--- src/rtl/core/gga_pkg.sv ---
// Shared types, character codes, field map and constant tables for the GGA parser.
// No dependencies; imported by every module of the block.
package gga_pkg;

  localparam int DEF_FRAC  = 5;
  localparam int MAX_FRAC  = 7;
  localparam int NUM_SLOTS = 7;

  // Accumulator width covers the position clamp at the largest fraction setting.
  localparam int ACC_W      = 30;
  localparam int DEG_W      = 10;
  localparam int MAG_W      = 31;
  localparam int LIM_W      = 27;
  localparam int DEGTERM_W  = 34;

  // Character codes
  localparam logic [7:0] CH_NL     = 8'h0A;
  localparam logic [7:0] CH_COMMA  = 8'h2C;
  localparam logic [7:0] CH_DOT    = 8'h2E;
  localparam logic [7:0] CH_PLUS   = 8'h2B;
  localparam logic [7:0] CH_MINUS  = 8'h2D;
  localparam logic [7:0] CH_ZERO   = 8'h30;
  localparam logic [7:0] CH_NINE   = 8'h39;
  localparam logic [7:0] CH_DOLLAR = 8'h24;
  localparam logic [7:0] CH_A      = 8'h41;
  localparam logic [7:0] CH_G      = 8'h47;
  localparam logic [7:0] CH_N      = 8'h4E;
  localparam logic [7:0] CH_P      = 8'h50;
  localparam logic [7:0] CH_S      = 8'h53;
  localparam logic [7:0] CH_W      = 8'h57;

  // Field numbers within a GGA line
  localparam logic [4:0] FLD_HDR    = 5'd0;
  localparam logic [4:0] FLD_LAT    = 5'd2;
  localparam logic [4:0] FLD_NS     = 5'd3;
  localparam logic [4:0] FLD_LON    = 5'd4;
  localparam logic [4:0] FLD_EW     = 5'd5;
  localparam logic [4:0] FLD_FIX    = 5'd6;
  localparam logic [4:0] FLD_SAT    = 5'd7;
  localparam logic [4:0] FLD_HDOP   = 5'd8;
  localparam logic [4:0] FLD_ALT    = 5'd9;
  localparam logic [4:0] FLD_GEOID  = 5'd11;
  localparam logic [4:0] MIN_FIELDS = 5'd15;
  localparam logic [4:0] CNT_MAX    = 5'd31;
  localparam logic [4:0] HDR_LAST   = 5'd5;

  localparam logic [30:0] LAT_LIM = 31'd900000000;
  localparam logic [30:0] LON_LIM = 31'd1800000000;
  localparam logic [ACC_W-1:0] NUM_CLAMP = ACC_W'(100000001);

  typedef enum logic [1:0] {
    MODE_HDR,
    MODE_BODY,
    MODE_SKIP
  } mode_t;

  typedef enum logic [2:0] {
    SLOT_LAT,
    SLOT_LON,
    SLOT_FIX,
    SLOT_SAT,
    SLOT_HDOP,
    SLOT_ALT,
    SLOT_GEOID,
    SLOT_NONE
  } slot_t;

  typedef struct packed {
    slot_t      slot;
    logic [1:0] deg_digits;
    logic [2:0] places;
    logic       sgn;
  } field_info_t;

  typedef struct packed {
    logic bad;
    logic dot;
    logic neg;
    logic dig;
  } field_flags_t;

  typedef struct packed {
    logic hdrbad;
    logic hlat;
    logic hlat_s;
    logic hlon;
    logic hlon_w;
  } line_flags_t;

  typedef struct packed {
    logic             valid;
    logic             is_lon;
    logic [DEG_W-1:0] deg;
    logic [ACC_W-1:0] acc;
    logic [2:0]       frac_exp;
  } pos_req_t;

  typedef struct packed {
    logic             valid;
    logic             is_lon;
    logic [MAG_W-1:0] mag;
  } pos_rsp_t;

  typedef struct packed {
    logic        ok;
    logic [30:0] lat;
    logic [31:0] lon;
    logic [7:0]  fix;
    logic [6:0]  sat;
    logic [13:0] hdop;
    logic [27:0] alt;
    logic [20:0] geoid;
  } res_t;

  // Elaboration-time power of ten.
  function automatic logic [63:0] pow10(input int n);
    logic [63:0] r;
    r = 64'd1;
    for (int i = 0; i < n; i++) r = r * 64'd10;
    return r;
  endfunction

  function automatic logic [23:0] pow10_tab(input logic [2:0] e);
    logic [23:0] r;
    case (e)
      3'd0: r = 24'd1;
      3'd1: r = 24'd10;
      3'd2: r = 24'd100;
      3'd3: r = 24'd1000;
      3'd4: r = 24'd10000;
      3'd5: r = 24'd100000;
      3'd6: r = 24'd1000000;
      3'd7: r = 24'd10000000;
      default: r = 24'd1;
    endcase
    return r;
  endfunction

  function automatic field_info_t field_info(input logic [4:0] fn, input logic [2:0] frac);
    field_info_t fi;
    fi.slot       = SLOT_NONE;
    fi.deg_digits = 2'd0;
    fi.places     = 3'd2;
    fi.sgn        = 1'b0;
    case (fn)
      FLD_LAT: begin
        fi.slot = SLOT_LAT; fi.deg_digits = 2'd2; fi.places = frac;
      end
      FLD_LON: begin
        fi.slot = SLOT_LON; fi.deg_digits = 2'd3; fi.places = frac;
      end
      FLD_FIX: begin
        fi.slot = SLOT_FIX; fi.places = 3'd0;
      end
      FLD_SAT: begin
        fi.slot = SLOT_SAT; fi.places = 3'd0;
      end
      FLD_HDOP: fi.slot = SLOT_HDOP;
      FLD_ALT: begin
        fi.slot = SLOT_ALT; fi.sgn = 1'b1;
      end
      FLD_GEOID: begin
        fi.slot = SLOT_GEOID; fi.sgn = 1'b1;
      end
      default: fi.slot = SLOT_NONE;
    endcase
    return fi;
  endfunction

  function automatic logic [LIM_W-1:0] slot_limit(input slot_t s);
    logic [LIM_W-1:0] r;
    case (s)
      SLOT_FIX:   r = LIM_W'(255);
      SLOT_SAT:   r = LIM_W'(99);
      SLOT_HDOP:  r = LIM_W'(9999);
      SLOT_ALT:   r = LIM_W'(100000000);
      SLOT_GEOID: r = LIM_W'(1000000);
      default:    r = '0;
    endcase
    return r;
  endfunction

  // Talker header: "$GPGGA" or "$GNGGA".
  function automatic logic hdr_match(input logic [4:0] p, input logic [7:0] c);
    logic m;
    case (p)
      5'd0:    m = (c == CH_DOLLAR);
      5'd1:    m = (c == CH_G);
      5'd2:    m = (c == CH_P) || (c == CH_N);
      5'd3:    m = (c == CH_G);
      5'd4:    m = (c == CH_G);
      5'd5:    m = (c == CH_A);
      default: m = 1'b0;
    endcase
    return m;
  endfunction

endpackage

--- src/rtl/core/gga_pos_conv.sv ---
// Latitude/longitude converter: degrees plus minutes into 1e-7 degree magnitude.
// Five register stages; depends on gga_pkg.
module gga_pos_conv import gga_pkg::*; #(
  parameter int FRACTION_DIGITS = DEF_FRAC
) (
  input  logic     clk,
  input  logic     rst,
  input  pos_req_t req,
  output pos_rsp_t rsp
);

  localparam logic [ACC_W-1:0] CAP_M     = ACC_W'(pow10(FRACTION_DIGITS + 2));
  localparam logic [23:0]      SCALE     = 24'(pow10(MAX_FRAC - FRACTION_DIGITS));
  localparam logic [23:0]      E7        = 24'd10000000;
  localparam logic [29:0]      RECIP_15  = 30'd572662307;
  localparam int               PROD1_W   = ACC_W + 24;
  localparam int               X_W       = 30;
  localparam int               PROD3_W   = 58;
  localparam int               Q_W       = 25;
  localparam int               SUM_W     = DEGTERM_W + 1;

  // stage 0: capture
  logic             s0_valid, s0_lon;
  logic [DEG_W-1:0] s0_deg;
  logic [ACC_W-1:0] s0_acc;
  logic [2:0]       s0_exp;
  // stage 1: scaled minutes, degree term
  logic                 s1_valid, s1_lon;
  logic [ACC_W-1:0]     s1_m;
  logic [DEGTERM_W-1:0] s1_degterm;
  // stage 2: minutes in 1e-7 units plus half of the divisor
  logic                 s2_valid, s2_lon;
  logic [X_W-1:0]       s2_x;
  logic [DEGTERM_W-1:0] s2_degterm;
  // stage 3: quotient by 60
  logic                 s3_valid, s3_lon;
  logic [Q_W-1:0]       s3_q;
  logic [DEGTERM_W-1:0] s3_degterm;
  // stage 4: result
  logic             s4_valid, s4_lon;
  logic [MAG_W-1:0] s4_mag;

  logic [PROD1_W-1:0]   prod1;
  logic [ACC_W-1:0]     m1;
  logic [PROD1_W-1:0]   prod2;
  logic [PROD3_W-1:0]   prod3;
  logic [SUM_W-1:0]     sum4;
  logic [MAG_W-1:0]     lim4;

  assign prod1 = PROD1_W'(s0_acc) * PROD1_W'(pow10_tab(s0_exp));
  assign m1    = (prod1 > PROD1_W'(CAP_M)) ? CAP_M : prod1[ACC_W-1:0];
  assign prod2 = PROD1_W'(s1_m) * PROD1_W'(SCALE) + PROD1_W'(30);
  // x/60 = (x/4)/15, the /15 by reciprocal multiply (exact for x below 2^30)
  assign prod3 = PROD3_W'(s2_x[X_W-1:2]) * PROD3_W'(RECIP_15);
  assign sum4  = SUM_W'(s3_degterm) + SUM_W'(s3_q);
  assign lim4  = s3_lon ? LON_LIM : LAT_LIM;

  always_ff @(posedge clk) begin
    if (rst) begin
      s0_valid <= 1'b0;
      s1_valid <= 1'b0;
      s2_valid <= 1'b0;
      s3_valid <= 1'b0;
      s4_valid <= 1'b0;
    end else begin
      s0_valid <= req.valid;
      s1_valid <= s0_valid;
      s2_valid <= s1_valid;
      s3_valid <= s2_valid;
      s4_valid <= s3_valid;
    end
    s0_lon     <= req.is_lon;
    s0_deg     <= req.deg;
    s0_acc     <= req.acc;
    s0_exp     <= req.frac_exp;
    s1_lon     <= s0_lon;
    s1_m       <= m1;
    s1_degterm <= DEGTERM_W'(s0_deg) * DEGTERM_W'(E7);
    s2_lon     <= s1_lon;
    s2_x       <= prod2[X_W-1:0];
    s2_degterm <= s1_degterm;
    s3_lon     <= s2_lon;
    s3_q       <= prod3[PROD3_W-1:33];
    s3_degterm <= s2_degterm;
    s4_lon     <= s3_lon;
    s4_mag     <= (sum4 > SUM_W'(lim4)) ? lim4 : sum4[MAG_W-1:0];
  end

  assign rsp.valid  = s4_valid;
  assign rsp.is_lon = s4_lon;
  assign rsp.mag    = s4_mag;

endmodule

--- src/rtl/core/gga_char_core.sv ---
// Per-character line and field parser with pending and committed value stores.
// Depends on gga_pkg; hands position fields to gga_pos_conv through pos_req/pos_rsp.
module gga_char_core import gga_pkg::*; #(
  parameter int FRACTION_DIGITS = DEF_FRAC
) (
  input  logic       clk,
  input  logic       rst,
  input  logic       fire,
  input  logic [7:0] char_byte,
  output logic       push,
  output res_t       result,
  output pos_req_t   pos_req,
  input  pos_rsp_t   pos_rsp
);

  localparam logic [2:0]       FRAC_PL   = 3'(FRACTION_DIGITS);
  localparam logic [ACC_W-1:0] POS_CLAMP = ACC_W'(pow10(FRACTION_DIGITS + 2) + 64'd1);
  localparam int               ACCX_W    = ACC_W + 4;
  localparam int               SCL_W     = ACC_W + 7;
  localparam logic [NUM_SLOTS-1:0] DIRECT_SLOTS = 7'h7C;

  mode_t mode, mode_next;
  logic [4:0]         char_position, char_position_next;
  logic [4:0]         field_number, field_number_next;
  logic [DEG_W-1:0]   degree_acc, degree_acc_next;
  logic [ACC_W-1:0]   value_acc, value_acc_next;
  field_flags_t       field_flags, field_flags_next;
  logic [2:0]         frac_taken, frac_taken_next;
  logic [7:0]         first_char, first_char_next;
  line_flags_t        line_flags, line_flags_next;
  logic [NUM_SLOTS-1:0] present_mask, present_mask_next;
  logic [NUM_SLOTS-1:0] error_mask, error_mask_next;
  logic [31:0]        pending [NUM_SLOTS];
  logic [31:0]        pending_next [NUM_SLOTS];
  logic [31:0]        kept [NUM_SLOTS];
  logic [31:0]        kept_next [NUM_SLOTS];

  field_info_t        info;
  logic               digit;
  logic [3:0]         dval;
  logic [ACCX_W-1:0]  acc_dig;
  logic [ACC_W-1:0]   acc_clamp;
  logic [ACC_W-1:0]   acc_new;
  logic [DEG_W-1:0]   deg_new;
  logic [2:0]         num_exp;
  logic [SCL_W-1:0]   num_scaled;
  logic [LIM_W-1:0]   num_lim;
  logic [LIM_W-1:0]   num_sat;
  logic [31:0]        num_val;
  logic [NUM_SLOTS-1:0] used_mask;
  logic               tokens_ok;
  logic               line_ok;
  logic               commit_ok;

  assign info    = field_info(field_number, FRAC_PL);
  assign digit   = char_byte inside {[CH_ZERO:CH_NINE]};
  assign dval    = char_byte[3:0];
  assign acc_dig = ACCX_W'(value_acc) * ACCX_W'(10) + ACCX_W'(dval);
  assign acc_clamp = (info.slot == SLOT_LAT || info.slot == SLOT_LON) ? POS_CLAMP : NUM_CLAMP;
  // saturate the digit accumulator; clamping is monotone so the final compare is unchanged
  assign acc_new = (acc_dig > ACCX_W'(acc_clamp)) ? acc_clamp : acc_dig[ACC_W-1:0];
  assign deg_new = DEG_W'(14'(degree_acc) * 14'd10 + 14'(dval));

  // pad missing fraction digits, then saturate to the field's range
  assign num_exp = info.places - frac_taken;
  always_comb begin
    case (num_exp)
      3'd2:    num_scaled = SCL_W'(value_acc) * SCL_W'(100);
      3'd1:    num_scaled = SCL_W'(value_acc) * SCL_W'(10);
      default: num_scaled = SCL_W'(value_acc);
    endcase
  end
  assign num_lim = slot_limit(info.slot);
  assign num_sat = (num_scaled > SCL_W'(num_lim)) ? num_lim : num_scaled[LIM_W-1:0];
  assign num_val = field_flags.neg ? (32'd0 - 32'(num_sat)) : 32'(num_sat);

  // a position counts only together with its hemisphere field
  assign used_mask = (present_mask & DIRECT_SLOTS)
                   | {5'b0, present_mask[SLOT_LON] & line_flags.hlon,
                      present_mask[SLOT_LAT] & line_flags.hlat};
  assign tokens_ok = (field_number >= MIN_FIELDS)
                   || (field_number == MIN_FIELDS - 5'd1 && char_position != 5'd0);
  assign line_ok   = !line_flags.hdrbad && tokens_ok && ((used_mask & error_mask) == '0);

  always_comb begin
    mode_next          = mode;
    char_position_next = char_position;
    field_number_next  = field_number;
    degree_acc_next    = degree_acc;
    value_acc_next     = value_acc;
    field_flags_next   = field_flags;
    frac_taken_next    = frac_taken;
    first_char_next    = first_char;
    line_flags_next    = line_flags;
    present_mask_next  = present_mask;
    error_mask_next    = error_mask;
    pending_next       = pending;
    kept_next          = kept;
    push               = 1'b0;
    commit_ok          = 1'b0;
    pos_req            = '0;

    if (fire) begin
      case (mode)
        MODE_SKIP: begin
          if (char_byte == CH_NL) begin
            mode_next          = MODE_HDR;
            char_position_next = '0;
          end
        end
        MODE_BODY: begin
          if (char_byte == CH_COMMA) begin
            // close the field
            if (char_position != 5'd0) begin
              if (field_number == FLD_NS) begin
                line_flags_next.hlat = 1'b1;
                if (char_position == 5'd1 && first_char == CH_S) line_flags_next.hlat_s = 1'b1;
              end else if (field_number == FLD_EW) begin
                line_flags_next.hlon = 1'b1;
                if (char_position == 5'd1 && first_char == CH_W) line_flags_next.hlon_w = 1'b1;
              end else if (info.slot != SLOT_NONE) begin
                present_mask_next[info.slot] = 1'b1;
                if (field_flags.bad || !field_flags.dig) error_mask_next[info.slot] = 1'b1;
                if (info.slot == SLOT_LAT || info.slot == SLOT_LON) begin
                  pos_req.valid    = 1'b1;
                  pos_req.is_lon   = (info.slot == SLOT_LON);
                  pos_req.deg      = degree_acc;
                  pos_req.acc      = value_acc;
                  pos_req.frac_exp = num_exp;
                end else begin
                  pending_next[info.slot] = num_val;
                end
              end
            end
            if (field_number != CNT_MAX) field_number_next = field_number + 5'd1;
            char_position_next = '0;
            degree_acc_next    = '0;
            value_acc_next     = '0;
            field_flags_next   = '0;
            frac_taken_next    = '0;
            first_char_next    = '0;
          end else if (char_byte != CH_NL) begin
            // ordinary character of the current field
            if (field_number == FLD_HDR) line_flags_next.hdrbad = 1'b1;
            if (char_position == 5'd0) first_char_next = char_byte;
            if (info.slot != SLOT_NONE) begin
              if (5'(info.deg_digits) > char_position) begin
                if (digit) degree_acc_next = deg_new;
                else field_flags_next.bad = 1'b1;
              end else if (digit) begin
                field_flags_next.dig = 1'b1;
                if (!field_flags.dot) begin
                  value_acc_next = acc_new;
                end else if (frac_taken < info.places) begin
                  value_acc_next  = acc_new;
                  frac_taken_next = frac_taken + 3'd1;
                end
              end else if (char_byte == CH_DOT && info.places != 3'd0 && !field_flags.dot) begin
                field_flags_next.dot = 1'b1;
              end else if ((char_byte == CH_MINUS || char_byte == CH_PLUS) && info.sgn
                           && char_position == 5'd0) begin
                if (char_byte == CH_MINUS) field_flags_next.neg = 1'b1;
              end else begin
                field_flags_next.bad = 1'b1;
              end
            end
            if (char_position != CNT_MAX) char_position_next = char_position + 5'd1;
          end else begin
            // end of line: commit on success and emit one result
            commit_ok = line_ok;
            if (line_ok) begin
              for (int k = 0; k < NUM_SLOTS; k++) begin
                if (used_mask[k]) kept_next[k] = pending[k];
              end
              if (used_mask[SLOT_LAT] && line_flags.hlat_s)
                kept_next[SLOT_LAT] = 32'd0 - pending[SLOT_LAT];
              if (used_mask[SLOT_LON] && line_flags.hlon_w)
                kept_next[SLOT_LON] = 32'd0 - pending[SLOT_LON];
            end
            push               = 1'b1;
            mode_next          = MODE_HDR;
            field_number_next  = '0;
            char_position_next = '0;
            degree_acc_next    = '0;
            value_acc_next     = '0;
            field_flags_next   = '0;
            frac_taken_next    = '0;
            first_char_next    = '0;
          end
        end
        default: begin
          // header match
          if (char_byte == CH_NL || !hdr_match(char_position, char_byte)) begin
            mode_next          = (char_byte == CH_NL) ? MODE_HDR : MODE_SKIP;
            char_position_next = '0;
          end else if (char_position == HDR_LAST) begin
            mode_next          = MODE_BODY;
            field_number_next  = '0;
            line_flags_next    = '0;
            present_mask_next  = '0;
            error_mask_next    = '0;
            char_position_next = '0;
            degree_acc_next    = '0;
            value_acc_next     = '0;
            field_flags_next   = '0;
            frac_taken_next    = '0;
            first_char_next    = '0;
          end else begin
            char_position_next = char_position + 5'd1;
          end
        end
      endcase
    end

    if (pos_rsp.valid) begin
      pending_next[pos_rsp.is_lon ? SLOT_LON : SLOT_LAT] = 32'(pos_rsp.mag);
    end

    result.ok    = commit_ok;
    result.lat   = kept_next[SLOT_LAT][30:0];
    result.lon   = kept_next[SLOT_LON];
    result.fix   = kept_next[SLOT_FIX][7:0];
    result.sat   = kept_next[SLOT_SAT][6:0];
    result.hdop  = kept_next[SLOT_HDOP][13:0];
    result.alt   = kept_next[SLOT_ALT][27:0];
    result.geoid = kept_next[SLOT_GEOID][20:0];
  end

  always_ff @(posedge clk) begin
    if (rst) mode <= MODE_HDR;
    else mode <= mode_next;
  end

  always_ff @(posedge clk) begin
    if (rst) begin
      char_position <= '0;
      field_number  <= '0;
      degree_acc    <= '0;
      value_acc     <= '0;
      field_flags   <= '0;
      frac_taken    <= '0;
      first_char    <= '0;
      line_flags    <= '0;
      present_mask  <= '0;
      error_mask    <= '0;
      for (int k = 0; k < NUM_SLOTS; k++) kept[k] <= '0;
    end else begin
      char_position <= char_position_next;
      field_number  <= field_number_next;
      degree_acc    <= degree_acc_next;
      value_acc     <= value_acc_next;
      field_flags   <= field_flags_next;
      frac_taken    <= frac_taken_next;
      first_char    <= first_char_next;
      line_flags    <= line_flags_next;
      present_mask  <= present_mask_next;
      error_mask    <= error_mask_next;
      kept          <= kept_next;
    end
  end

  always_ff @(posedge clk) begin
    pending <= pending_next;
  end

endmodule

--- src/rtl/core/gga_result_fifo.sv ---
// Two-entry result queue between the parser core and the result channel.
// Depends on gga_pkg for the result word type.
module gga_result_fifo import gga_pkg::*; (
  input  logic clk,
  input  logic rst,
  input  logic push,
  input  res_t push_data,
  input  logic pop,
  output res_t head,
  output logic head_valid,
  output logic full
);

  res_t       entries [2];
  logic       wr_ptr;
  logic       rd_ptr;
  logic [1:0] count;

  assign head       = entries[rd_ptr];
  assign head_valid = (count != 2'd0);
  assign full       = (count == 2'd2);

  always_ff @(posedge clk) begin
    if (rst) begin
      wr_ptr <= 1'b0;
      rd_ptr <= 1'b0;
      count  <= 2'd0;
    end else begin
      if (push) wr_ptr <= ~wr_ptr;
      if (pop) rd_ptr <= ~rd_ptr;
      case ({push, pop})
        2'b10:   count <= count + 2'd1;
        2'b01:   count <= count - 2'd1;
        default: count <= count;
      endcase
    end
  end

  always_ff @(posedge clk) begin
    if (push) entries[wr_ptr] <= push_data;
  end

endmodule

--- src/rtl/core/gga_sentence_parser_top.sv ---
// GGA sentence parser top level: character channel in, one result word per GGA line out.
// Depends on gga_pkg, gga_char_core, gga_pos_conv and gga_result_fifo.
//
// Usage:
//   Feed the receiver's byte stream on char_valid/char_ready/char_byte, one character
//   per word. Lines end at newline. Only lines opening with $GPGGA or $GNGGA count;
//   all other lines are dropped without a result.
//   At the newline of a counted line one result word appears on result_valid/
//   result_ready: parse_ok plus the kept fix values. The values advance only when
//   parse_ok is 1; empty fields hold their earlier values.
// Latency and throughput:
//   One character per cycle while char_ready is high. The result word for a newline
//   is valid the cycle after that newline is accepted. Latitude and longitude pass a
//   five-stage conversion pipeline (scale, multiply to 1e-7, divide by 60 via
//   reciprocal, add degrees and saturate); a well-formed line always carries enough
//   fields after them for the pipeline to finish before the newline.
// Stall:
//   Results queue in a two-word buffer. While one word waits the block keeps taking
//   characters; char_ready drops only when both words are waiting.
// Reset:
//   Synchronous, active high. Clears the line state, sets all kept values to zero
//   and empties the result buffer. No clearing pass; ready the cycle after reset.
module gga_sentence_parser_top import gga_pkg::*; #(
  parameter int FRACTION_DIGITS = DEF_FRAC
) (
  input  logic               clk,
  input  logic               rst,
  input  logic               char_valid,
  output logic               char_ready,
  input  logic [7:0]         char_byte,
  output logic               result_valid,
  input  logic               result_ready,
  output logic               parse_ok,
  output logic signed [30:0] lat_e7,
  output logic signed [31:0] lon_e7,
  output logic [7:0]         fix_kind,
  output logic [6:0]         sat_count,
  output logic [13:0]        hdop_centi,
  output logic signed [27:0] alt_cm,
  output logic signed [20:0] geoid_cm
);

  logic     fire;
  logic     push;
  logic     full;
  res_t     core_result;
  res_t     head;
  pos_req_t pos_req;
  pos_rsp_t pos_rsp;

  // take a character whenever the result buffer has a free word
  assign char_ready = !full;
  assign fire       = char_valid && char_ready;

  gga_char_core #(
    .FRACTION_DIGITS(FRACTION_DIGITS)
  ) u_core (
    .clk       (clk),
    .rst       (rst),
    .fire      (fire),
    .char_byte (char_byte),
    .push      (push),
    .result    (core_result),
    .pos_req   (pos_req),
    .pos_rsp   (pos_rsp)
  );

  gga_pos_conv #(
    .FRACTION_DIGITS(FRACTION_DIGITS)
  ) u_pos_conv (
    .clk (clk),
    .rst (rst),
    .req (pos_req),
    .rsp (pos_rsp)
  );

  gga_result_fifo u_result_fifo (
    .clk        (clk),
    .rst        (rst),
    .push       (push),
    .push_data  (core_result),
    .pop        (result_valid && result_ready),
    .head       (head),
    .head_valid (result_valid),
    .full       (full)
  );

  assign parse_ok   = head.ok;
  assign lat_e7     = head.lat;
  assign lon_e7     = head.lon;
  assign fix_kind   = head.fix;
  assign sat_count  = head.sat;
  assign hdop_centi = head.hdop;
  assign alt_cm     = head.alt;
  assign geoid_cm   = head.geoid;

endmodule

--- config.mk ---
export PLATFORM = sky130hd
export DESIGN_NAME = gga_sentence_parser_top
export DESIGN_NICKNAME = d
export VERILOG_FILES = /design/src/rtl/core/gga_pkg.sv /design/src/rtl/core/gga_pos_conv.sv /design/src/rtl/core/gga_char_core.sv /design/src/rtl/core/gga_result_fifo.sv /design/src/rtl/core/gga_sentence_parser_top.sv
export SDC_FILE = /design/constraint.sdc
export NUM_CORES = 2
export LEC_CHECK = 0
export ABC_CLOCK_PERIOD_IN_PS = 12850
export BUFFER_PORTS_ARGS = -buffer_cell sky130_fd_sc_hd__buf_2
export CAP_MARGIN = 10
export CORE_ASPECT_RATIO = 0.7
export CORE_MARGIN = 2
export CORE_UTILIZATION = 40
export DETAILED_ROUTE_END_ITERATION = 6
export PLACE_DENSITY_LB_ADDON = 0.25
export SLEW_MARGIN = 20
export SYNTH_ARGS = -nofsm -noshare
export SYNTH_HDL_FRONTEND = slang
export SYNTH_SLANG_ARGS = --single-unit
--- constraint.sdc ---
create_clock -name clk -period 12.85 [get_ports clk]
set_clock_uncertainty 0.2 [all_clocks]
set_input_delay 2.57 -clock clk [delete_from_list [all_inputs] [get_ports clk]]
set_output_delay 2.57 -clock clk [all_outputs]
set_load 0.02 [all_outputs]
==> Word level (Yosys, flattened, before mapping) <==
Memories as Yosys holds them, arrays and structs flattened. A register that Yosys moved wholly into a read port is not among the register bits.
Index checks and enable logic that the tools add are counted.
Widths: inputs -> output; s select.
{ "classes": {"add_sub_neg": 13, "multipliers": 8, "n_div": 0, "magnitude_cmp": 15, "n_eq_ne": 78, "shift": 0, "mux": 159, "bitwise_logic": 18, "reduce_logical": 68} }
{ "op_table": {"columns": ["operator", "n"], "rows": [
  ["$mux 224", 9],
  ["$mux 223", 5],
  ["$bwmux 224", 2],
  ["$mux 32", 10],
  ["$mux 30", 10],
  ["$demux 32 s3", 2],
  ["$pmux 27 s5", 1],
  ["$mux 31", 4],
  ["$mux 7", 13],
  ["$pmux 37 s2", 1],
  ["$mux 10", 7],
  ["$mul 30x3->33 const B", 2],
  ["$pmux 30 s2", 1],
  ["$mul 28x30->58 const B", 1],
  ["$mux 5", 11],
  ["$gt 54x24->1 const B", 1],
  ["$mul 30x24->54", 1],
  ["$mux 27", 2],
  ["$eq 8x7->1 const B", 6],
  ["$mux 45", 1],
  ["$eq 8x6->1 const B", 5],
  ["$mux 8", 5],
  ["$ne 4x3->1 const B", 10],
  ["$reduce_and 8->1", 5],
  ["other kinds (86)", 244]
]} }
{ "totals": {"reg_bits": 784, "latchBits": 0, "mem_bits_rw": 284, "rom_bits": 168, "inputBits": 12, "output_inout_bits": 144, "word_cells": 420, "n_memories": 2} }
{ "mem_list": {"columns": ["memory", "depth", "word_bits", "read_ports", "rd_clocked_by_memory_dff", "wr", "line_no", "rtl"], "rows": [
  ["u_result_fifo.entries", 2, 142, 1, 1, 1, "gga_result_fifo.sv:14", "res_t entries [2];"],
  ["(name not given)", 8, 21, 1, 1, 0, "gga_pkg.sv:125", "case (e)"]
]} }

==> Longest topological paths before layout <==
{ "logic_depth": {"ltp_word": 21, "ltp_mapped": 41, "mapped_depth_nobuf": 36} }

==> Hierarchy <==
A second synthesis with hierarchy kept.
{ "unflattened": {"cells_unflattened": 7824, "area_unflattened_um2": 77526.9} }
{ "modules_own_cells": {"columns": ["module", "instances", "cells_per_inst", "area_per_inst_um2"], "rows": [
  ["gga_pos_conv", 1, 4469, 42055.3],
  ["gga_char_core", 1, 2888, 24677.4],
  ["gga_result_fifo", 1, 464, 10777.8],
  ["gga_sentence_parser_top", 1, 3, 16.3]
]} }

==> Least setup slack after synthesis <==
Ideal clock, no wire load.
{ "synth_timing": {"kind": "input to register", "startpoint": "in char_byte[2]", "endpoint": "mem u_result_fifo.entries[0][0] (netlist name) (enable)", "setup_ps": 646, "arrival_ps": 9420, "slack_ps": 2585, "path_stages": 6, "cell_sequence": "clkbuf_1 nor4b_1 nand3_1 nor2_1 nand2_1 nor2_1"} }
{ "synth_via": {"elab_chain_len": 7, "word_cells_on_any_way": 8} }
{ "synth_rtl": {"columns": ["element", "line_no", "rtl"], "rows": [
  ["start: declaration", "gga_sentence_parser_top.sv:30", "input logic [7:0] char_byte,"],
  ["$ne 8x4->1", "gga_char_core.sv:142", "end else if (char_byte != CH_NL) begin"],
  ["$mux 1", "gga_char_core.sv:142", null],
  ["$mux 1 (*)", "gga_char_core.sv:112", "if (char_byte == CH_COMMA) begin"],
  ["$mux 1 (*)", "gga_char_core.sv:104", "case (mode)"],
  ["$mux 1 (*)", "gga_char_core.sv:103", "if (fire) begin"],
  ["$mux 1 (*)", "gga_result_fifo.sv:40", "if (push) entries[wr_ptr] <= push_data;"],
  ["$mux 1 (not written as such) (*)", "gga_result_fifo.sv:40", null],
  ["end: declaration", "gga_result_fifo.sv:14", null]
]} }
Mark *: on every way between the ends. The rest lies on a longest branch, timed or not.

==> Final worst setup path <==
{ "layout_timing": {"startpoint": "reg u_core.value_acc[6]", "endpoint": "reg u_core.pending[56] (netlist name), data pin"} }
{ "layout_via": {"elab_chain_len": 17, "word_cells_on_any_way": 18} }
{ "layout_rtl": {"columns": ["element", "line_no", "rtl"], "rows": [
  ["start: declaration", "gga_char_core.sv:26", "logic [ACC_W-1:0] value_acc, value_acc_next;"],
  ["start signal: assignment", "gga_char_core.sv:251", "value_acc <= value_acc_next;"],
  ["$mul 30x3->33 / $mul 30x5->35 (equally long branches)", "gga_char_core.sv:69, gga_char_core.sv:68", null],
  ["$pmux 37 s2 (*)", "gga_char_core.sv:67", "case (num_exp)"],
  ["$gt 37x27->1", "gga_char_core.sv:74", "assign num_sat = (num_scaled > SCL_W'(num_lim)) ? num_lim : num_scaled[LIM_W-1:0];"],
  ["$mux 27 (*)", "gga_char_core.sv:74", null],
  ["$sub 1x27->28", "gga_char_core.sv:75", "assign num_val = field_flags.neg ? (32'd0 - 32'(num_sat)) : 32'(num_sat);"],
  ["$mux 32 (*)", "gga_char_core.sv:75", null],
  ["via u_core.num_val[24]", "gga_char_core.sv:49", "logic [31:0] num_val;"],
  ["$bwmux 224 (*)", "gga_char_core.sv:131", "pending_next[info.slot] = num_val;"],
  ["[2 not listed]", null, null],
  ["$mux 224 (*)", "gga_char_core.sv:118", "end else if (field_number == FLD_EW) begin"],
  ["$mux 224 (*)", "gga_char_core.sv:115", "if (field_number == FLD_NS) begin"],
  ["$mux 224 (*)", "gga_char_core.sv:114", "if (char_position != 5'd0) begin"],
  ["$mux 224 (*)", "gga_char_core.sv:112", null],
  ["$mux 224 (*)", "gga_char_core.sv:104", null],
  ["$mux 224 (*)", "gga_char_core.sv:103", null],
  ["$bwmux 224", "gga_char_core.sv:216", "pending_next[pos_rsp.is_lon ? SLOT_LON : SLOT_LAT] = 32'(pos_rsp.mag);"],
  ["$mux 224 (*)", "gga_char_core.sv:215", "if (pos_rsp.valid) begin"],
  ["end signal: assignment", "gga_char_core.sv:263", "pending <= pending_next;"],
  ["end: declaration", "gga_char_core.sv:33", "logic [31:0] pending [NUM_SLOTS];"]
]} }
The timed path passes the listed nets; every way through them passes the cells marked *.
A chain may end at the register's enable or synchronous reset.

==> reports/metrics.csv <==
stage,metric,value,unit
route,num_vias,52854,
final_layout,final_common_cell,inv_1,
route,dr.pass1.iters,6,
hold_path,hp-start,u_pos_conv.s2_degterm[33],
placed_design,numPortBuffers,155,
die,rows,134,
grt,antenna_found_initial,5,
clock_network,clkTransAtPathRegs,60,ps
power,leakagePower,39.8,nW
clock_network,ctsHoldBuffers,0,
route,drc,0,
critical_path,crit_top_cell,ha_1,
final_layout,mostFrequentLayoutCells,"inv_1 (1,258), ha_1 (891), fa_1 (731)",
grt,grt_overflow_total,0,
yosys,ys_types,105,
die,start_util,40.2,%
clock_network,ctsResizeCount,0,
die,core_area,190000,um2
route,vias_per_cell,5.17,
sta,hold_violations,0,
critical_path,critPathBufInv,4,
sta,finalSetupViolations,0,
route,drt_iter0_drc,3937,
die,fp.dieArea,194000,um2
yosys,synth-edff-count,362,
critical_path,crit_path_end_kind,flip-flop,
grt,grt_pass1_vias,53972,
critical_path,max_stage_delay,730,ps
sta,finalMaxSlewViolations,0,
yosys,syn_area_per_cell,10.1,um2
clock_network,cts_tree,built,
sta,fmaxAchievable,94.0,MHz
sta,relSlewSlack,25.7,%
sta,worst_slew_pin_slew,1110,ps
yosys,synthFlopType,dfxtp_1,
critical_path,critPathArrivalTime,10860,ps
placed_design,gp_congestion,0.927,
power,ir_drop,106,uV
critical_path,cp-start-kind,flip-flop,
sta,whs,81.7,ps
critical_path,critPathMaxFanout,35,
run,max_cap_violations,0,
final_layout,drive_above_1_share,9.97,%
clock_network,cts-buffers-inserted,90,
final_layout,diodes,0,
grt,grt_pass1_wl,307,mm
grt,grt_max_degree,86,
clock_network,cts_sinks,916,
critical_path,worstSetupStartpoint,u_core.value_acc[6],
yosys,ys_warn_count,0,
route,wl,193,mm
sta,min_period,10630,ps
route,drt-wirelength-per-cell,18.9,um
sta,setup_tns,0,ps
die,die_x,526,um
final_layout,num-nets-final,9260,
placed_design,dpl.hpwl,153,mm
grt,gr-usage-all-layers,19.9,%
clock_network,clockBufferDepth,3,
yosys,syn-instance-count,7560,
outcome,outcome,completed,
critical_path,cp.required,13080,ps
route,antenna_left,0,
clock_network,cts.htree.levels,3,
yosys,yosysSeqAreaShare,28.8,%
clock_network,ctsRootBufferMaster,clkbuf_16,
hold_path,min_path_type,reg -> reg,
yosys,synth_area,76400,um2
yosys,synthArstFlopShare,0,%
critical_path,crit_family,compound AO/OA/AOI/OAI gates,
yosys,synth_seq_cells,916,
sta,rsz0062_at_grt,no,
clock_network,clock_latency,730,ps
critical_path,crit_slowest_cell,a222oi_1,
critical_path,rr_startpoint,u_core.value_acc[6],
power,p_per_area,70.6,nW/um2
die,dieHeight,370,um
clock_network,postCtsSetupBuffers,0,
final_layout,area_delta_synth_final,8.60,%
die,ios,156,
critical_path,crit_type,reg -> reg,
sta,fin_crit_sh,82.8,%
==> cell type report <==
type	instances	area, um2
tap	2516	3150
inverter	1260	4730
sequential	916	22000
timing repair buffer	217	1240
fill	18207	107000
clock buffer	132	2550
multi-input combinational	5141	48800
clock inverter	36	469
==> per-stage QoR <==
| stage | util, % | worst slack, ps | cell area (um2) | power [mW] | instances |
|---|---|---|---|---|---|
| floorplan | - | 2580 | 76400 | 3.19 | 7563 |
| global placement | 42.0 | 2640 | 79900 | 3.24 | 10050 |
| detailed placement | 42.0 | 2490 | 79900 | 3.24 | 10050 |
| CTS | 43.6 | 2500 | 82900 | 5.94 | 10218 |
| global route | 43.6 | 1570 | 82900 | 6.08 | 10218 |
| finish | 43.6 | 2220 | 82900 | 5.86 | 10218 |
==> synth_stat cells (all sizes together) (61+ instances only) <==
cell    instances  area share (%)
inv          1258             6.2
ha            891              15
fa            731              19
dfxtp         554              15
and2          511             4.2
nand2         460             2.3
edfxtp        362              14
nor2          320             1.6
mux2          308             4.5
o21ai         244             1.6
a21oi         233             1.5
clkbuf        226             1.1
xnor2         162             1.9
xor2          117             1.4
a21o          105             1.0
nand3         103            0.69
nor3           92            0.62
nand4          67            0.56
and3           61            0.50
==> per-layer routing <==
layer | vias to the layer above | track usage, % | share of wire, %
met5 | - | 0 | 0.0067
met4 | 2 | 3.69 | 1.5
met3 | 186 | 3.67 | 6.4
met2 | 1338 | 29.6 | 42
met1 | 26003 | 30.1 | 50
li1 | 25325 | - | -
==> worst paths after layout <==
check                                                 end  slack (ps)  depth (start not counted)
worst max-delay path                   u_core.pending[56]        2220                         34
worst min-delay path            u_pos_conv.s3_degterm[33]          80                          0
worst max register to register         u_core.pending[56]        2220                         34
worst min register to register  u_pos_conv.s3_degterm[33]          80                          0
==> cells by family after synthesis <==
family / share of synthesized area (%)
AND/OR/NAND/NOR: 12.8
adder cells (fa/ha/maj): 33.8
buffers and inverters: 7.42
AO/OA/AOI/OAI: 8.96
flip-flops: 28.8
multiplexers: 5.06
XOR/XNOR: 3.25
other: 0.00491
==> where the power goes <==
| group | leakage [nW] | internal, mW | switching, mW | total [mW] |
|---|---|---|---|---|
| registers | 7.84 | 3.01 | 0.0119 | 3.02 |
| clock network | 1.46 | 1.49 | 1.20 | 2.68 |
| logic | 30.5 | 0.0587 | 0.0938 | 0.152 |
| total | 39.8 | 4.56 | 1.30 | 5.86 |
==> worst reg2reg max path, delay by kind of cell, from the launching register on <==
kind | cells | cell delay [ps]
compound gates | 12 | 4050
xor+xnor | 1 | 90
fa+ha+maj | 6 | 2030
buf+inv | 4 | 500
flops | 1 | 510
mux | 1 | 650
simple gates | 10 | 2370
==> state kept, by name, indices dropped and copies added (netlist names), 25 cells and up, named ones only <==
name and cells:
u_pos_conv.s2_x 28, u_pos_conv.s2_degterm 27, u_pos_conv.s0_acc 30, u_pos_conv.s4_mag 31, u_core.kept 141, u_result_fifo.entries 284
u_pos_conv.s1_degterm 27, u_pos_conv.s3_degterm 27, u_pos_conv.s3_q 25, u_pos_conv.s1_m 28, u_core.value_acc 30, u_core.pending 141
Note: power is estimated with default switching activity, not from simulation.
